### config.mk
export PLATFORM = sky130hd
export DESIGN_NAME = periodic_event_timer_bank
export DESIGN_NICKNAME = d
export VERILOG_FILES = /design/src/sv/petb_pkg.sv /design/src/sv/petb_ctrl.sv /design/src/sv/petb_dp.sv /design/src/sv/periodic_event_timer_bank.sv
export SDC_FILE = /design/constraint.sdc
export NUM_CORES = 1
export LEC_CHECK = 0
export BUFFER_PORTS_ARGS = -buffer_cell sky130_fd_sc_hd__buf_2
export CAP_MARGIN = 0
export CELL_PAD_IN_SITES_DETAIL_PLACEMENT = 1
export CELL_PAD_IN_SITES_GLOBAL_PLACEMENT = 2
export CORE_MARGIN = 5
export CORE_UTILIZATION = 48
export DETAILED_ROUTE_END_ITERATION = 8
export HOLD_SLACK_MARGIN = 0.06
export MAX_ROUTING_LAYER = met4
export PLACE_DENSITY = 0.81
export SLEW_MARGIN = 30
export SYNTH_ARGS = -nofsm -noshare
export SYNTH_HDL_FRONTEND = slang
export SYNTH_SLANG_ARGS = --single-unit
export TNS_END_PERCENT = 20
### constraint.sdc
create_clock -name clk -period 5.8 [get_ports clk]
set_input_delay 0.87 -clock clk [delete_from_list [all_inputs] [get_ports clk]]
set_output_delay 0.87 -clock clk [all_outputs]
set_load 0.005 [all_outputs]
### src/sv/petb_pkg.sv
// Shared types and constants for the periodic event timer bank.
// No dependencies; used by every module of the block.
`default_nettype none

package petb_pkg;

  localparam int SLOTS_DEF     = 16;
  localparam int TIME_BITS_DEF = 32;

  // Fixed field widths of the stream words
  localparam int SLOT_ID_W   = 4;
  localparam int PERIOD_W    = 16;
  localparam int DELAY_W     = 16;
  localparam int NOW_W       = 32;
  localparam int IN_TDATA_W  = 72;
  localparam int OUT_TDATA_W = 8;

  typedef enum logic [1:0] {
    REQ_ADD    = 2'd0,
    REQ_REMOVE = 2'd1,
    REQ_TICK   = 2'd2,
    REQ_CLEAR  = 2'd3
  } req_t;

  typedef enum logic [2:0] {
    ST_ADDED   = 3'd0,
    ST_REMOVED = 3'd1,
    ST_FIRED   = 3'd2,
    ST_TICK    = 3'd3,
    ST_CLEARED = 3'd4,
    ST_ERROR   = 3'd5
  } status_t;

  // Controller to datapath
  typedef struct packed {
    logic    capture;      // latch request fields, zero the walk counters
    logic    scan_inc;     // advance free-slot scan
    logic    add_commit;   // claim scanned slot
    logic    tick_init;    // compute elapsed time, record time
    logic    idx_inc;      // advance order list read index
    logic    slot_latch;   // take slot number from order list
    logic    sub;          // countdown minus elapsed
    logic    chk_step;     // fire check, reload or free, compact
    logic    rem_step;     // compact order list around removed slot
    logic    rem_commit;   // free removed slot, update count
    logic    tick_commit;  // update count after tick
    logic    clear_all;    // empty bank and stop
    logic    emit;         // load output register
    status_t emit_status;
    logic    emit_last;
  } dp_cmd_t;

  // Datapath to controller
  typedef struct packed {
    logic out_free;   // output register can take a word
    logic full;       // all slots in use
    logic cur_free;   // scanned slot is free
    logic rem_ok;     // remove target is in range and in use
    logic cnt_zero;   // no active slots
    logic idx_last;   // entry just read is the last active one
    logic due;        // countdown at or below zero
  } dp_stat_t;

endpackage

`default_nettype wire

### src/sv/petb_ctrl.sv
// Request sequencer for the periodic event timer bank.
// Depends on petb_pkg; drives petb_dp through command/status structs.
`default_nettype none

module petb_ctrl (
  input  logic               clk,
  input  logic               rst_n,
  input  logic               in_tvalid,
  input  logic [1:0]         in_tuser,
  output logic               in_tready,
  input  petb_pkg::dp_stat_t stat,
  output petb_pkg::dp_cmd_t  cmd
);

  typedef enum logic [3:0] {
    S_IDLE,
    S_ADD_CHK,
    S_ADD_SCAN,
    S_REM_CHK,
    S_REM_START,
    S_REM_CMP,
    S_TICK_START,
    S_TICK_SLOT,
    S_TICK_SUB,
    S_TICK_CHK,
    S_DONE
  } state_t;

  state_t            state_r, state_nxt;
  petb_pkg::status_t fin_r, fin_nxt;

  assign in_tready = (state_r == S_IDLE);

  // Next state and datapath commands
  always_comb begin
    cmd             = '0;
    cmd.emit_status = petb_pkg::ST_FIRED;
    state_nxt       = state_r;
    fin_nxt         = fin_r;
    unique case (state_r)
      S_IDLE: begin
        if (in_tvalid) begin
          cmd.capture = 1'b1;
          unique case (petb_pkg::req_t'(in_tuser))
            petb_pkg::REQ_ADD:    state_nxt = S_ADD_CHK;
            petb_pkg::REQ_REMOVE: state_nxt = S_REM_CHK;
            petb_pkg::REQ_TICK:   state_nxt = S_TICK_START;
            petb_pkg::REQ_CLEAR: begin
              cmd.clear_all = 1'b1;
              fin_nxt       = petb_pkg::ST_CLEARED;
              state_nxt     = S_DONE;
            end
          endcase
        end
      end
      S_ADD_CHK: begin
        if (stat.full) begin
          fin_nxt   = petb_pkg::ST_ERROR;
          state_nxt = S_DONE;
        end else begin
          state_nxt = S_ADD_SCAN;
        end
      end
      S_ADD_SCAN: begin
        if (stat.cur_free) begin
          cmd.add_commit = 1'b1;
          fin_nxt        = petb_pkg::ST_ADDED;
          state_nxt      = S_DONE;
        end else begin
          cmd.scan_inc = 1'b1;
        end
      end
      S_REM_CHK: begin
        if (stat.rem_ok) begin
          state_nxt = S_REM_START;
        end else begin
          fin_nxt   = petb_pkg::ST_ERROR;
          state_nxt = S_DONE;
        end
      end
      S_REM_START: begin
        cmd.idx_inc = 1'b1;
        state_nxt   = S_REM_CMP;
      end
      S_REM_CMP: begin
        cmd.rem_step = 1'b1;
        cmd.idx_inc  = 1'b1;
        if (stat.idx_last) begin
          fin_nxt   = petb_pkg::ST_REMOVED;
          state_nxt = S_DONE;
        end
      end
      S_TICK_START: begin
        cmd.tick_init = 1'b1;
        cmd.idx_inc   = 1'b1;
        if (stat.cnt_zero) begin
          fin_nxt   = petb_pkg::ST_TICK;
          state_nxt = S_DONE;
        end else begin
          state_nxt = S_TICK_SLOT;
        end
      end
      S_TICK_SLOT: begin
        cmd.slot_latch = 1'b1;
        state_nxt      = S_TICK_SUB;
      end
      S_TICK_SUB: begin
        cmd.sub   = 1'b1;
        state_nxt = S_TICK_CHK;
      end
      S_TICK_CHK: begin
        // a firing slot waits here until the output register is free
        if (!stat.due || stat.out_free) begin
          cmd.chk_step    = 1'b1;
          cmd.idx_inc     = 1'b1;
          cmd.emit        = stat.due;
          cmd.emit_status = petb_pkg::ST_FIRED;
          cmd.emit_last   = 1'b0;
          if (stat.idx_last) begin
            fin_nxt   = petb_pkg::ST_TICK;
            state_nxt = S_DONE;
          end else begin
            state_nxt = S_TICK_SLOT;
          end
        end
      end
      S_DONE: begin
        cmd.rem_commit  = (fin_r == petb_pkg::ST_REMOVED);
        cmd.tick_commit = (fin_r == petb_pkg::ST_TICK);
        cmd.emit_status = fin_r;
        cmd.emit_last   = 1'b1;
        if (stat.out_free) begin
          cmd.emit  = 1'b1;
          state_nxt = S_IDLE;
        end
      end
      default: state_nxt = S_IDLE;
    endcase
  end

  // State and final status register
  always_ff @(posedge clk) begin
    if (!rst_n) begin
      state_r <= S_IDLE;
      fin_r   <= petb_pkg::ST_ERROR;
    end else begin
      state_r <= state_nxt;
      fin_r   <= fin_nxt;
    end
  end

endmodule

`default_nettype wire

### src/sv/petb_dp.sv
// Datapath of the periodic event timer bank: slot stores, counters,
// countdown arithmetic and output register. Depends on petb_pkg.
`default_nettype none

module petb_dp #(
  parameter int SLOTS     = petb_pkg::SLOTS_DEF,
  parameter int TIME_BITS = petb_pkg::TIME_BITS_DEF
) (
  input  logic                               clk,
  input  logic                               rst_n,
  input  logic [petb_pkg::IN_TDATA_W-1:0]    in_tdata,
  input  petb_pkg::dp_cmd_t                  cmd,
  output petb_pkg::dp_stat_t                 stat,
  output logic                               out_tvalid,
  input  logic                               out_tready,
  output logic [petb_pkg::OUT_TDATA_W-1:0]   out_tdata,
  output logic [2:0]                         out_tuser,
  output logic                               out_tlast
);

  localparam int SW = (SLOTS > 1) ? $clog2(SLOTS) : 1;
  localparam int CW = $clog2(SLOTS + 1);
  localparam int SIW = petb_pkg::SLOT_ID_W;
  localparam int PW  = petb_pkg::PERIOD_W;
  localparam int DW  = petb_pkg::DELAY_W;
  localparam int NW  = petb_pkg::NOW_W;

  // Request fields
  logic [SIW-1:0]       sid_r;
  logic [PW-1:0]        period_r;
  logic [DW-1:0]        delay_r;
  logic [TIME_BITS-1:0] now_r;

  // Bank control state
  logic [SLOTS-1:0]     valid_r;
  logic [CW-1:0]        count_r;
  logic [TIME_BITS-1:0] prev_r;
  logic                 running_r;
  logic [TIME_BITS-1:0] elapsed_r;

  // Walk counters
  logic [CW-1:0]        rd_idx_r;
  logic [CW-1:0]        wr_idx_r;
  logic [SW-1:0]        scan_r;

  // Tick pipeline
  logic [SW-1:0]        s_r;
  logic [TIME_BITS-1:0] c_r;
  logic [PW-1:0]        pr_r;

  // Slot stores
  logic [TIME_BITS-1:0] cd_mem  [SLOTS];
  logic [PW-1:0]        per_mem [SLOTS];
  logic [SW-1:0]        ord_mem [SLOTS];
  logic [TIME_BITS-1:0] cd_q;
  logic [PW-1:0]        per_q;
  logic [SW-1:0]        ord_q;

  // Output register
  logic                 out_valid_r;
  petb_pkg::status_t    out_status_r;
  logic [SIW-1:0]       out_slot_r;
  logic                 out_last_r;

  logic [SW-1:0]        sid_idx;
  logic                 sid_in_range;
  logic                 due;
  logic                 per_zero;
  logic                 tick_keep;
  logic                 rem_keep;
  logic                 ord_we;
  logic [SW-1:0]        ord_wa;
  logic [SW-1:0]        ord_wd;
  logic                 cd_we;
  logic [SW-1:0]        cd_wa;
  logic [TIME_BITS-1:0] cd_wd;
  logic [SIW-1:0]       emit_slot;

  // Decode and status
  assign sid_idx      = SW'(sid_r);
  assign sid_in_range = (int'(sid_r) < SLOTS);
  assign due          = (c_r == '0) || c_r[TIME_BITS-1];
  assign per_zero     = (pr_r == '0);
  assign tick_keep    = !(due && per_zero);
  assign rem_keep     = (ord_q != sid_idx);

  assign stat.out_free = !out_valid_r || out_tready;
  assign stat.full     = (count_r >= CW'(SLOTS));
  assign stat.cur_free = !valid_r[scan_r];
  assign stat.rem_ok   = sid_in_range && valid_r[sid_idx];
  assign stat.cnt_zero = (count_r == '0);
  assign stat.idx_last = (rd_idx_r == count_r);
  assign stat.due      = due;

  // Request capture
  always_ff @(posedge clk) begin
    if (cmd.capture) begin
      sid_r    <= in_tdata[SIW-1:0];
      period_r <= in_tdata[SIW+PW-1:SIW];
      delay_r  <= in_tdata[SIW+PW+DW-1:SIW+PW];
      now_r    <= TIME_BITS'(in_tdata[SIW+PW+DW+NW-1:SIW+PW+DW]);
    end
  end

  // Store write selection
  always_comb begin
    ord_we = 1'b0;
    ord_wa = wr_idx_r[SW-1:0];
    ord_wd = s_r;
    cd_we  = 1'b0;
    cd_wa  = s_r;
    cd_wd  = due ? (c_r + TIME_BITS'(pr_r)) : c_r;
    priority if (cmd.add_commit) begin
      ord_we = 1'b1;
      ord_wa = count_r[SW-1:0];
      ord_wd = scan_r;
      cd_we  = 1'b1;
      cd_wa  = scan_r;
      cd_wd  = TIME_BITS'(delay_r);
    end else if (cmd.chk_step) begin
      ord_we = tick_keep;
      cd_we  = tick_keep;
    end else if (cmd.rem_step) begin
      ord_we = rem_keep;
      ord_wd = ord_q;
    end
  end

  // Slot stores, registered reads
  always_ff @(posedge clk) begin
    if (ord_we) begin
      ord_mem[ord_wa] <= ord_wd;
    end
    if (cd_we) begin
      cd_mem[cd_wa] <= cd_wd;
    end
    if (cmd.add_commit) begin
      per_mem[scan_r] <= period_r;
    end
    ord_q <= ord_mem[rd_idx_r[SW-1:0]];
    cd_q  <= cd_mem[ord_q];
    per_q <= per_mem[ord_q];
  end

  // Bank state and walk counters
  always_ff @(posedge clk) begin
    if (!rst_n) begin
      valid_r   <= '0;
      count_r   <= '0;
      prev_r    <= '0;
      running_r <= 1'b0;
      rd_idx_r  <= '0;
      wr_idx_r  <= '0;
      scan_r    <= '0;
    end else begin
      if (cmd.capture) begin
        rd_idx_r <= '0;
        wr_idx_r <= '0;
        scan_r   <= '0;
      end
      if (cmd.scan_inc) begin
        scan_r <= scan_r + SW'(1);
      end
      if (cmd.idx_inc) begin
        rd_idx_r <= rd_idx_r + CW'(1);
      end
      if ((cmd.chk_step && tick_keep) || (cmd.rem_step && rem_keep)) begin
        wr_idx_r <= wr_idx_r + CW'(1);
      end
      if (cmd.tick_init) begin
        prev_r    <= now_r;
        running_r <= 1'b1;
      end
      if (cmd.add_commit) begin
        valid_r[scan_r] <= 1'b1;
        count_r         <= count_r + CW'(1);
      end
      if (cmd.chk_step && !tick_keep) begin
        valid_r[s_r] <= 1'b0;
      end
      if (cmd.rem_commit) begin
        valid_r[sid_idx] <= 1'b0;
      end
      if (cmd.rem_commit || cmd.tick_commit) begin
        count_r <= wr_idx_r;
      end
      if (cmd.clear_all) begin
        valid_r   <= '0;
        count_r   <= '0;
        running_r <= 1'b0;
      end
    end
  end

  // Tick arithmetic
  always_ff @(posedge clk) begin
    if (cmd.tick_init) begin
      elapsed_r <= running_r ? (now_r - prev_r) : '0;
    end
    if (cmd.slot_latch) begin
      s_r <= ord_q;
    end
    if (cmd.sub) begin
      c_r  <= cd_q - elapsed_r;
      pr_r <= per_q;
    end
  end

  // Slot reported with each result
  always_comb begin
    unique case (cmd.emit_status)
      petb_pkg::ST_ADDED:   emit_slot = SIW'(scan_r);
      petb_pkg::ST_REMOVED: emit_slot = sid_r;
      petb_pkg::ST_FIRED:   emit_slot = SIW'(s_r);
      default:              emit_slot = '0;
    endcase
  end

  // Output register
  always_ff @(posedge clk) begin
    if (!rst_n) begin
      out_valid_r <= 1'b0;
    end else if (cmd.emit) begin
      out_valid_r <= 1'b1;
    end else if (out_tready) begin
      out_valid_r <= 1'b0;
    end
  end

  always_ff @(posedge clk) begin
    if (cmd.emit) begin
      out_status_r <= cmd.emit_status;
      out_slot_r   <= emit_slot;
      out_last_r   <= cmd.emit_last;
    end
  end

  assign out_tvalid = out_valid_r;
  assign out_tdata  = petb_pkg::OUT_TDATA_W'(out_slot_r);
  assign out_tuser  = out_status_r;
  assign out_tlast  = out_last_r;

endmodule

`default_nettype wire

### src/sv/periodic_event_timer_bank.sv
// Periodic event timer bank: a fixed bank of periodic and one-shot timers.
//
// Input channel (in_*): one word per request; in_tuser is the request kind
// (add, remove, tick, clear). Output channel (out_*): result words, the
// last word of each request flagged by out_tlast. A tick gives one fired
// word per expiring slot in insertion order, then a tick-done word.
// One request is worked at a time; in_tready is high only between requests,
// so the next request is taken only after the final word is loaded.
// An add scans to the lowest free slot; a remove or a tick walks the active
// slots in order. For each active slot a tick steps through order list
// read, countdown/period read, subtract, then fire check and write-back,
// paced by the registered reads of the slot stores.
// Results sit in an output register; when the receiver stalls, a firing
// slot holds the walk until the word before it is taken.
// Reset (rst_n low, synchronous) empties the bank and stops it; the first
// tick afterwards counts no time as elapsed and records the time.
// Depends on petb_pkg, petb_ctrl and petb_dp.
`default_nettype none

module periodic_event_timer_bank #(
  parameter int SLOTS     = petb_pkg::SLOTS_DEF,
  parameter int TIME_BITS = petb_pkg::TIME_BITS_DEF
) (
  input  logic                             clk,
  input  logic                             rst_n,
  input  logic                             in_tvalid,
  output logic                             in_tready,
  // slot_id[3:0], period[19:4], first_delay[35:20], now_time[67:36], zero pad
  input  logic [petb_pkg::IN_TDATA_W-1:0]  in_tdata,
  // req_type[1:0]
  input  logic [1:0]                       in_tuser,
  output logic                             out_tvalid,
  input  logic                             out_tready,
  // slot_out[3:0], zero pad
  output logic [petb_pkg::OUT_TDATA_W-1:0] out_tdata,
  // status[2:0]
  output logic [2:0]                       out_tuser,
  output logic                             out_tlast
);

  petb_pkg::dp_cmd_t  cmd;
  petb_pkg::dp_stat_t stat;

  petb_ctrl u_ctrl (
    .clk       (clk),
    .rst_n     (rst_n),
    .in_tvalid (in_tvalid),
    .in_tuser  (in_tuser),
    .in_tready (in_tready),
    .stat      (stat),
    .cmd       (cmd)
  );

  petb_dp #(
    .SLOTS     (SLOTS),
    .TIME_BITS (TIME_BITS)
  ) u_dp (
    .clk        (clk),
    .rst_n      (rst_n),
    .in_tdata   (in_tdata),
    .cmd        (cmd),
    .stat       (stat),
    .out_tvalid (out_tvalid),
    .out_tready (out_tready),
    .out_tdata  (out_tdata),
    .out_tuser  (out_tuser),
    .out_tlast  (out_tlast)
  );

endmodule

`default_nettype wire

Word level (Yosys, flattened, before mapping)
Memories as Yosys holds them, arrays and structs flattened. A register that Yosys moved wholly into a read port is not among the register bits.
Cells that the tools add are included.

word-level totals
  memories kept = 3
  register bits = 236
  output and inout bits = 14
  RAM bits = 832
  input bits = 78

memories
  memory        depth  width  rd ports  clocked after memory_dff  wr ports  line           RTL
  u_dp.cd_mem   16     32     1         1                         1         petb_dp.sv:52  logic [TIME_BITS-1:0] cd_mem [SLOTS];
  u_dp.per_mem  16     16     1         1                         1         petb_dp.sv:53  logic [PW-1:0] per_mem [SLOTS];
  u_dp.ord_mem  16     4      1         1                         1         petb_dp.sv:54  logic [SW-1:0] ord_mem [SLOTS];

operators by class
  muxes and demuxes = 83
  equality and inequality tests = 29
  bitwise logic cells = 6
  reduce and logical (&&, ||, !) cells = 31
  order comparisons = 7
  add/subtract/negate cells = 7

operators with widths
  cell                 number
  $mux 16              5
  $mux 32              2
  $mux 4               16
  $sub 32x32->32       2
  $pmux 4 s11          1
  $add 32x16->32       1
  $and 16x16->16       2
  $logic_not 32->1     1
  $mux 1               32
  $not 16->16          2
  $mux 5               6
  $mux 3               9
  $pmux 3 s7           1
  $eq 4x3->1 const B   4
  $logic_not 16->1     1
  $or 16x16->16        1
  $pmux 4 s4           1
  $add 5x1->5 const B  3
  $lt 4x5->1 const B   3
  $ne 2x2->1 const B   7
  $demux 1 s4          3
  $eq 4x4->1 const B   3
  $ge 4x1->1 const B   3
  $pmux 4 s3           1
  29 further kinds     53

Logic depth before layout (Yosys ltp)
Gate-level depths: netlist of run 1.

  depth after elaboration = 12
  depth in mapped cells = 12
  gate-level depth less buffers = 12

Hierarchy
From an unflattened synthesis of run 1, not the netlist that was laid out.

unflattened totals
  cell total of the unflattened synthesis = 2791
  area, all modules = 47131.5 um^2

by module, submodules not included
  module     cells each  area each (um^2)  seq. area each (um^2)  instances
  petb_dp    2680        46334.4           32210.9                1
  petb_ctrl  111         797.0             140.1                  1

Worst setup path before layout of run 1
OpenSTA, ideal clock, no wires.

  path type = reg2reg
  start = register u_dp.scan_r[0]
  end = memory u_dp.cd_mem[11][0] (netlist bit) (enable)
  arrival time = 3.612 ns
  path buffers = 2
  setup slack = 1.767 ns
  library setup time = 0.421 ns
  data required time = 5.379 ns
  stages on the path, launching flop included = 9
  cells stage by stage = dfxtp_1 > buf_6 > mux4_2 > mux4_2 > or2_2 > clkbuf_1 > nor3_1 > a31oi_1 > nor2_1

between the ends
  longest elaborated chain between the ends = 7
  elaborated cells on any way between the ends = 8

RTL lines
  item                          line             RTL
  start, declared               petb_dp.sv:44    logic [SW-1:0] scan_r;
  start signal, assigned        petb_dp.sv:162   scan_r <= scan_r + SW'(1);
  $bmux 1 s4                    petb_dp.sv:89    assign stat.cur_free = !valid_r[scan_r];
  $mux 1 (implied by the code)  petb_dp.sv:89
  $mux 1                        petb_ctrl.sv:65  if (stat.cur_free) begin
  $mux 2                        petb_ctrl.sv:40  unique case (state_r)
  $mux 1                        petb_dp.sv:113   priority if (cmd.add_commit) begin
  $mux 1                        petb_dp.sv:134   if (cd_we) begin
  $mux 1 (implied by the code)  petb_dp.sv:135   cd_mem[cd_wa] <= cd_wd;
  end, declared                 petb_dp.sv:52

Several ways; a longest one is shown, not always the timed one. The select of a mux whose other input is x is not followed.

Worst setup path in the final report of run 1
  start = register u_dp.scan_r[0]
  end = memory u_dp.cd_mem[4][20] (netlist bit) (enable)

Same word-level chain as after synthesis.

==> results of run 1 <==
==> worst max-delay path: cells and delay by family (launching register included) <==
kind / cells / cell delay (ns)
multiplexers: 2 / 1.14
AND/OR/NAND/NOR: 3 / 1.12
flip-flops: 1 / 0.68
buffers and inverters: 1 / 0.54
AO/OA/AOI/OAI: 1 / 0.34
==> report_power, final <==
part           total (W)  internal [W]  switching, W  leakage, nW
sequential        0.0115        0.0107      0.000803         10.0
clock            0.00741       0.00429       0.00312         1.83
combinational    0.00736       0.00308       0.00428         5.44
total             0.0262        0.0180       0.00820         17.3
==> cell usage after synthesis, types with 43 or more instances <==
master / count / area, sq um
a21oi_1: 135 / 675.7
o21ai_0: 72 / 360.4
ha_1: 86 / 1076
dfxtp_1: 128 / 2562
nor2_1: 174 / 653.1
edfxtp_1: 992 / 29790
inv_1: 105 / 394.1
clkbuf_1: 98 / 367.9
mux4_2: 270 / 6081
xor2_1: 43 / 376.6
xnor2_1: 44 / 385.4
nand2_1: 155 / 581.8
==> metal layers <==
layer	share of wire	track usage	vias up
met3	0.060	0.03600	194
li1	-	-	10958
met5	0	-	-
met2	0.50	0.3708	808
met1	0.40	0.2937	13071
met4	0.034	0.07385	0
==> through the flow <==
step | instance area [sq um] | hold slack [ns]
2_1_floorplan | 46220 | 0.3855
3_3_place_gp | 48380 | 0.3958
3_5_place_dp | 48400 | 0.4064
4_1_cts | 52210 | 0.2996
5_1_grt | 52300 | 0.3046
6_report | 52300 | 0.3416
==> cell families (layout without fill, tap and decap cells) <==
group,after synthesis,count (layout)
flops,1120,1120
other cells,1,4
compound gates,380,380
fa+ha+maj,89,89
buf+inv,229,462
mux,286,286
simple gates,516,516
xor+xnor,87,87
==> registers in the layout (all words and copies together), names as in the netlist, 32 cells and up <==
register	count
u_dp.cd_mem	512
u_dp.prev_r	32
u_dp.c_r	32
u_dp.elapsed_r	32
u_dp.now_r	32
u_dp.per_mem	256
u_dp.ord_mem	64
u_dp.cd_q	32
==> path summary, 6_finish.rpt <==
kind	from	to	slack, ns	cells past startpoint
hold reg to reg	u_dp.per_q[11]	u_dp.pr_r[11]	0.42	0
setup reg to reg	u_dp.scan_r[0]	u_dp.cd_mem[4][20]	1.56	7
hold / removal	in_tdata[8]	u_dp.period_r[4]	0.34	1
setup / recovery	u_dp.scan_r[0]	u_dp.cd_mem[4][20]	1.56	7
==> cell type report <==
| type | instances | area share |
|---|---|---|
| flip-flops and latches | 1120 | 0.6188 |
| multi-input cells | 1362 | 0.2532 |
| clock buffers | 130 | 0.05586 |
| well taps | 1265 | 0.03026 |
| repair buffers | 144 | 0.01739 |
| clock inverters | 83 | 0.01694 |
| inverters | 105 | 0.007560 |
==> run metrics, run 1 <==
multi-input logic area=0.01324 sq mm; CP peak stage delay=0.68 ns; DIE WIDTH=320.3 um; CP max-delay cell=dfxtp_1; final setup TNS=0 ns; most common cell after layout, fill and taps aside=edfxtp_1; largest family of logic cells by synthesized area=multiplexers; I/O Buffers=83; Ant. Diodes=0; CTS Sinks=1,120; CTS tree=yes; Initial DRC Count=2,462; H-tree levels=3; f_max=235.7 MHz; drt pass-1 iters=5; fraction of layout cells with a size suffix above 1=0.2279; Synth Register Bits=1,120; CP arrival=4.56 ns; grt ovf=0; CP cell instances=mux4_2 > mux4_2 > or2_4 > nor2_1 > a22oi_1 > nor2_4 > buf_4; Worst Tran Pin Value=1.111 ns; critical path class=register to register; status=completed; detailed-route wire length per cell=26.96 um; Total Wirelength=113,500 um; initial antenna violation count=1; gr usage total=0.2262; Peak VDD IR=543.2 uV; Synth Area in Adders=0.02459; XOR/XNOR Fraction of Synth Area=0.01649; Critical Path Sink Type=register; PostCTS Resize Cnt=0; YS warnings=0; Gate Count Post-Synth=2,708; synth unique cells=72; Max Slew Vio Count=0; Vias=25,031; CP dominant cell by count=mux4_2; Slew headroom=0.2592; mux contribution to synthesized area=0.1351; post-synthesis compound-gate area fraction=0.05253; static leakage=17.30 nW; Top Ports=92; CP Launch Type=register; largest net degree at the start of global routing=153; post-route setup slack=1.558 ns; DRC viols=0; simple logic cell fraction of the synthesized area=0.05178; Core ar.=0.09529 sq mm; total power=0.02623 W; Die Ht=320.3 um; Setup Buffers After CTS=0; mapped cell area=0.04620 sq mm; number of max-cap violations=0; Fin. Hold Viols=0; post-route ant nets=0; Synth Flop Type=edfxtp_1; hpwl dp=69,710 um; RSZ-0062 raised after global routing=false; Non-Filler Instances=4,209; Root Driver=clkbuf_16; Fillers=8,672; # hold bufs at CTS=0; Pwr Density=501.5 mW/mm^2; Total Nets Final=3,012; vias in the first global route=26,418; Crit Path Max Fanout=40; Initial Util=0.4849; post-synthesis sequential area ratio=0.7002; Place WS=1.305 ns; Via density=5.947; Final Setup Violations=0; Final Util=0.5488; Inserted Clock Buffers=112; Area Overhead vs Synth=13.19%; Clock transition at path regs=0.06 ns; Placed Cells=3,995; Clock Skew=0.03459 ns; final critical-path share of the clock period=0.7314; die area=0.1026 sq mm; worst hold path type=input pin to register; Max clock buf depth=3; first-pass GRT wire length=170,000 um; commonest non-fill, non-tap cells in the layout=edfxtp_1, mux4_2, nand2_1; Req. time, crit path=6.12 ns; Mean Syn Cell Area=17.06 sq um; Async S/R FF share, synth=0; row cnt=113; RePlAce Congestion=0.8469; EDFF count, synth=992; register area=0.03236 sq mm; worst skew pair latency=0.70 ns; fin crit period=4.242 ns
Note: power is estimated with default switching activity, not from simulation.
==> inputs of run 2 (changes only) <==
--- a/config.mk
+++ b/config.mk
@@ -5,12 +5,13 @@
 export SDC_FILE = /design/constraint.sdc
 export NUM_CORES = 1
 export LEC_CHECK = 0
+export ABC_AREA = 1
 export BUFFER_PORTS_ARGS = -buffer_cell sky130_fd_sc_hd__buf_2
 export CAP_MARGIN = 0
 export CELL_PAD_IN_SITES_DETAIL_PLACEMENT = 1
 export CELL_PAD_IN_SITES_GLOBAL_PLACEMENT = 2
 export CORE_MARGIN = 5
-export CORE_UTILIZATION = 48
+export CORE_UTILIZATION = 43
 export DETAILED_ROUTE_END_ITERATION = 8
 export HOLD_SLACK_MARGIN = 0.06
 export MAX_ROUTING_LAYER = met4
==> constraint.sdc (replaced) <==
create_clock -name clk -period 4.25 [get_ports clk]
set_input_delay 0.6375 -clock clk [delete_from_list [all_inputs] [get_ports clk]]
set_output_delay 0.6375 -clock clk [all_outputs]
set_load 0.005 [all_outputs]
==> run 2 against run 1 <==
Synthesized cell count increased by 59%; global-route usage is 0.95 points higher; fmax grew 21%; first-iteration DRC count up 5.0%; worst setup slack lost 0.81 ns; non-clock buffer count is 69 higher; register-to-register slack worse by 0.81 ns; combinational power up 82%; hold slack lost 0.23 ns; highest routed layer unchanged.
==> run metrics, run 2 <==
CP arrival=3.89 ns; CTS tree=yes; grt ovf=0; DRC viols=0; row cnt=124; Initial Util=0.4318; Die Ht=348.6 um; Max Slew Vio Count=0; CTS Sinks=1,120; fraction of layout cells with a size suffix above 1=0.09125; most area-hungry cell type in the Yosys netlist=edfxtp_1; Area Overhead vs Synth=13.96%; Synth Register Bits=1,120; RePlAce Congestion=0.8844; largest registers=u_dp.cd_mem (512), u_dp.per_mem (256), u_dp.ord_mem (64); number of max-cap violations=0; Gate Count Post-Synth=4,295; Root Driver=clkbuf_16; static leakage=20.85 nW; drt pass-1 iters=5; f_max=285.3 MHz; YS warnings=0; fin area=0.05620 sq mm; synth unique cells=48; most common cell after layout, fill and taps aside=edfxtp_1; largest net degree at the start of global routing=153; multi-input logic area=0.01445 sq mm; critical path class=register to register; post-synthesis sequential area ratio=0.6561; Inserted Clock Buffers=116; Peak VDD IR=619.4 uV; Mean Syn Cell Area=11.48 sq um; Core ar.=0.1142 sq mm; hpwl dp=89,390 um; Pwr Density=700.9 mW/mm^2; Total Wirelength=141,900 um; Via density=5.496; Final Setup Violations=0; Setup Buffers After CTS=0; Fin. Hold Viols=0; commonest non-fill, non-tap cells in the layout=edfxtp_1, nand2_1, inv_1; vias in the first global route=34,487; Vias=33,270; Slew headroom=0.3909; die area=0.1216 sq mm; Min Hold Slack=0.1088 ns; Worst Tran Pin Value=0.9137 ns; Post-synth top cells=edfxtp_1, nand2_1, inv_1; max reg flops=512; Initial DRC Count=2,585; Async S/R FF share, synth=0; most frequent cell after synthesis=edfxtp_1; mapped cell area=0.04931 sq mm; Critical Path Sink Type=register; R2R setup slack=0.74 ns; first-pass GRT wire length=212,300 um; total power=0.03939 W; I/O Buffers=83; detailed-route wire length per cell=23.44 um; PostCTS Resize Cnt=0; Clock Skew=0.04902 ns; Biggest register=u_dp.cd_mem; placed cell areas=0.05184 sq mm; final critical-path share of the clock period=0.8248; Clock transition at path regs=0.06 ns; Total Nets Final=4,602; final setup TNS=0 ns; Req. time, crit path=4.64 ns; worst hold path type=input pin to register; RSZ-0062 raised after global routing=false; fin crit period=3.505 ns; worst skew pair latency=0.73 ns; status=completed; Synth top area share=0.6041; H-tree levels=3; Final Util=0.4921; Crit Path Max Fanout=31; Top Ports=92; Max clock buf depth=3; initial antenna violation count=7; Synth area leaders=edfxtp_1, dfxtp_1, a21oi_1; register area=0.03237 sq mm; Synth Flop Type=edfxtp_1; post-route ant nets=0; gr usage total=0.2357; EDFF count, synth=992; DIE WIDTH=348.6 um; CP Launch Type=register; Fillers=12,207
==> run 2: cell count changes after synthesis, moves of 21 or more <==
cell | previous run | this run
a21oi_1 | 135 | 416
a21o_1 | 32 | 11
nand3_1 | 28 | 144
inv_1 | 105 | 474
xnor2_1 | 44 | 13
mux2i_1 | 16 | 208
o211ai_1 | 3 | 218
o21ai_0 | 72 | 404
nor2_1 | 174 | 281
mux4_2 | 270 | 0
nand2_1 | 155 | 525
buf_2 | 7 | 46
==> run 2: logic make-up (layout without fill, tap and decap cells) <==
family          Yosys count  count (layout)  synth area share
fa+ha+maj                89              89           0.02304
other cells               1               8        0.00007605
mux                     208             208           0.04222
simple gates           1038            1038           0.08741
xor+xnor                 46              46          0.008170
compound gates         1122            1122            0.1284
flops                  1120            1120            0.6561
buf+inv                 671             910           0.05458
==> run 2: worst paths after layout <==
kind / startpoint / cells past startpoint / endpoint
worst max register to register: u_dp.scan_r[2] / 11 / u_dp.cd_mem[1][4]
worst min register to register: u_dp.per_q[6] / 0 / u_dp.pr_r[6]
worst min-delay path: in_tdata[21] / 1 / u_dp.delay_r[1]
worst max-delay path: u_dp.scan_r[2] / 11 / u_dp.cd_mem[1][4]
==> run 2: cell type report <==
type                    count  area share
multi-input cells        2507      0.2571
diodes                      4   0.0001781
clock inverters            78     0.01490
inverters                 477     0.03208
repair buffers            213     0.03126
clock buffers             142     0.05486
flip-flops and latches   1120      0.5760
well taps                1512     0.03367
==> run 2: worst max-delay path, stage by stage, from the launching register on <==
cell and delay (ns):
dfxtp_1 0.48, inv_1 0.22, nor2_1 0.34, nand2_1 0.11, nand2_1 0.11, nor2_1 0.08, nand2_4 0.31, nand2_1 0.13
o21ai_2 0.11, nand3_1 0.37, nor2_4 0.53, buf_4 0.36
==> run 2: stage by stage <==
stage / std cells / setup WS (ns)
finish: 6053 / 0.7446
global route: 6051 / 0.4461
CTS: 6049 / 0.7581
detailed placement: 5788 / 0.7974
global placement: 5788 / 0.8505
floorplan: 4298 / 0.7789
==> run 2: metal layers <==
layer  wire length [um]  vias to the layer above  track usage
met4               4672                        0      0.07539
met3               6642                      247      0.03100
li1                   -                    15599            -
met1              62360                    16648       0.3088
met5                  0                        -            -
met2              68240                      776       0.3845
==> run 2: report_power, final <==
part / internal [W] / leakage [nW] / total, W / switching, W
Clock: 0.00603 / 1.89 / 0.0104 / 0.00440
Combinational: 0.00392 / 8.92 / 0.0134 / 0.00950
Sequential: 0.0146 / 10.0 / 0.0155 / 0.000977
==> run 2: repair_timing <==
action | 4_1_cts | 5_1_grt
endpoints found under the hold margin | 41 | 0
setup endpoints to repair | 0 | 0
hold buffers | 41 | 0
==> inputs of run 3 (changes only) <==
--- a/config.mk
+++ b/config.mk
@@ -11,11 +11,11 @@
 export CELL_PAD_IN_SITES_DETAIL_PLACEMENT = 1
 export CELL_PAD_IN_SITES_GLOBAL_PLACEMENT = 2
 export CORE_MARGIN = 5
-export CORE_UTILIZATION = 43
+export CORE_UTILIZATION = 39
 export DETAILED_ROUTE_END_ITERATION = 8
 export HOLD_SLACK_MARGIN = 0.06
 export MAX_ROUTING_LAYER = met4
-export PLACE_DENSITY = 0.81
+export PLACE_DENSITY = 0.78
 export SLEW_MARGIN = 30
 export SYNTH_ARGS = -nofsm -noshare
 export SYNTH_HDL_FRONTEND = slang
==> constraint.sdc (replaced) <==
create_clock -name clk -period 3 [get_ports clk]
set_input_delay 0.45 -clock clk [delete_from_list [all_inputs] [get_ports clk]]
set_output_delay 0.45 -clock clk [all_outputs]
set_load 0.005 [all_outputs]
==> run 3 against run 2 <==
Clock-buffer cell count is 8 lower; non-clock buffer count is 155 higher; fmax is 22% higher; utilization is 3.1 points lower; wire length is 2.7% higher; clock power is 47% higher; critical path depth is 2 higher; critical endpoint is now u_dp.cd_mem[1][7].
==> run metrics, run 3 (synthesized netlist as in run 2, its figures left out) <==
worst r2r path cells=13; multi-input logic area=0.01448 sq mm; Worst Hold Depth=4; Inserted Clock Buffers=117; Final Util=0.4616; H-tree levels=3; Slew headroom=0.3739; Place WS=-0.1465 ns; most common cell after layout, fill and taps aside=edfxtp_1; post-route setup slack=0.1201 ns; largest net degree at the start of global routing=113; status=completed; worst setup path start=u_dp.c_r[0]; worst skew pair latency=0.76 ns; Vias=33,904; total power=0.05716 W; Crit Path Max Fanout=32; f_max=347.2 MHz; RePlAce Congestion=0.8685; fraction of layout cells with a size suffix above 1=0.1186; worst hold path type=input pin to register; Fillers=13,290; Initial DRC Count=2,447; hpwl dp=93,900 um; Final Setup Violations=0; CP dominant cell by count=nand2_1; CP cell instances=buf_4 > nor2_1 > nand2_1 > nor2_1 > nand2_1 > o21bai_4 > nand2_1 > nand3_1 > nand2_1 > nand3_1 > buf_4 > nor2_4 > buf_12; RSZ-0062 raised after global routing=false; Die Ht=365.6 um; number of max-cap violations=0; Biggest register=u_dp.cd_mem; first-pass GRT wire length=219,100 um; Critical Path Sink Type=register; Total Nets Final=4,758; row cnt=130; fin crit period=2.880 ns; Core ar.=0.1256 sq mm; DIE WIDTH=365.6 um; Clock Skew=0.04268 ns; CP max-delay cell=edfxtp_1; CP arrival=3.33 ns; hold_sp=rst_n; final critical-path share of the clock period=0.9600; post-route ant nets=0; R2R setup slack=0.12 ns; Top Ports=92; CTS tree=yes; static leakage=21.74 nW; commonest non-fill, non-tap cells in the layout=edfxtp_1, nand2_1, inv_1; Clock transition at path regs=0.06 ns; Peak VDD IR=625.8 uV; gr usage total=0.2230; Worst Tran Pin Value=0.9361 ns; Via density=5.342; I/O Buffers=83; drt pass-1 iters=6; critical path class=register to register; reg2reg start=u_dp.c_r[0]; CTS Sinks=1,120; Max clock buf depth=3; Initial Util=0.3927; initial antenna violation count=6; Area Overhead vs Synth=17.54%; vias in the first global route=35,408; die area=0.1336 sq mm; grt ovf=0; register area=0.03237 sq mm; Max Slew Vio Count=0; Hold EP=u_dp.rd_idx_r[1]; Total Wirelength=145,700 um; CP peak stage delay=0.40 ns; Root Driver=clkbuf_16; reg2reg end=u_dp.cd_mem[1][7]; largest registers=u_dp.cd_mem (512), u_dp.per_mem (256), u_dp.ord_mem (64); Fin. Hold Viols=0; Req. time, crit path=3.45 ns; CP Launch Type=register; max reg flops=512; Pwr Density=986.2 mW/mm^2; DRC viols=0; detailed-route wire length per cell=22.96 um
run 3: what timing repair did:
| action | in CTS | in global routing |
|---|---|---|
| hold buffers | 68 | 0 |
| pin swaps | 1 | 1 |
| setup endpoints to repair | 92 | 229 |
| cloned | 0 | 0 |
| endpoints found under the hold margin | 68 | 0 |
| buffers inserted | 5 | 0 |
| resized for setup | 2 | 13 |
run 3: worst max-delay path: cells and delay by family (launching register included):
| family | cells | cell delay (ns) |
|---|---|---|
| AOI/OAI and AO/OA | 1 | 0.33 |
| buffers and inverters | 3 | 0.54 |
| DFF | 1 | 0.40 |
| and+or+nand+nor | 9 | 1.23 |
run 3: per-stage QoR:
| step | setup TNS (ns) | cell area (sq um) | hold slack [ns] | instances |
|---|---|---|---|---|
| 6_report | 0 | 57960 | 0.2240 | 6347 |
| 3_5_place_dp | -6.442 | 53070 | 0.3940 | 6049 |
| 5_1_grt | 0 | 57960 | 0.2026 | 6346 |
| 4_1_cts | 0 | 57900 | 0.1853 | 6345 |
| 2_1_floorplan | -159.08 | 49330 | 0.3855 | 4298 |
| 3_3_place_gp | -2.300 | 53070 | 0.3913 | 6049 |
run 3: area by class of cell:
class / instances / area share
antenna: 2 / 0.00008635
multi-input combinational: 2507 / 0.2499
clock inverter: 89 / 0.01779
tap: 1650 / 0.03562
timing repair buffer: 368 / 0.05498
clock buffer: 134 / 0.05214
sequential: 1120 / 0.5585
inverter: 477 / 0.03107
run 3: worst max path at each step:
| stage | end | slack [ns] |
|---|---|---|
| final | u_dp.cd_mem[1][7] | 0.12 |
| after global routing | u_dp.cd_mem[0][7] | 0.0004 |
| after CTS | u_dp.cd_mem[0][16] | 0.005 |
| after detailed placement | u_dp.cd_mem[4][24] | -0.15 |
| after global placement | u_dp.cd_mem[4][24] | -0.09 |
| after floorplan | u_dp.cd_mem[13][0] | -0.32 |
run 3: routing by layer:
layer	wire length (um)	global-route usage	up-vias
met2	71440	0.3757	725
met5	0	-	-
met4	3066	0.04945	0
met3	6731	0.02920	192
met1	64480	0.2903	17079
li1	-	-	15908
run 3: power breakdown:
group	leakage (nW)	switching [W]	internal, W
combinational	9.73	0.0137	0.00616
sequential	10.0	0.00144	0.0206
clock	1.98	0.00636	0.00890
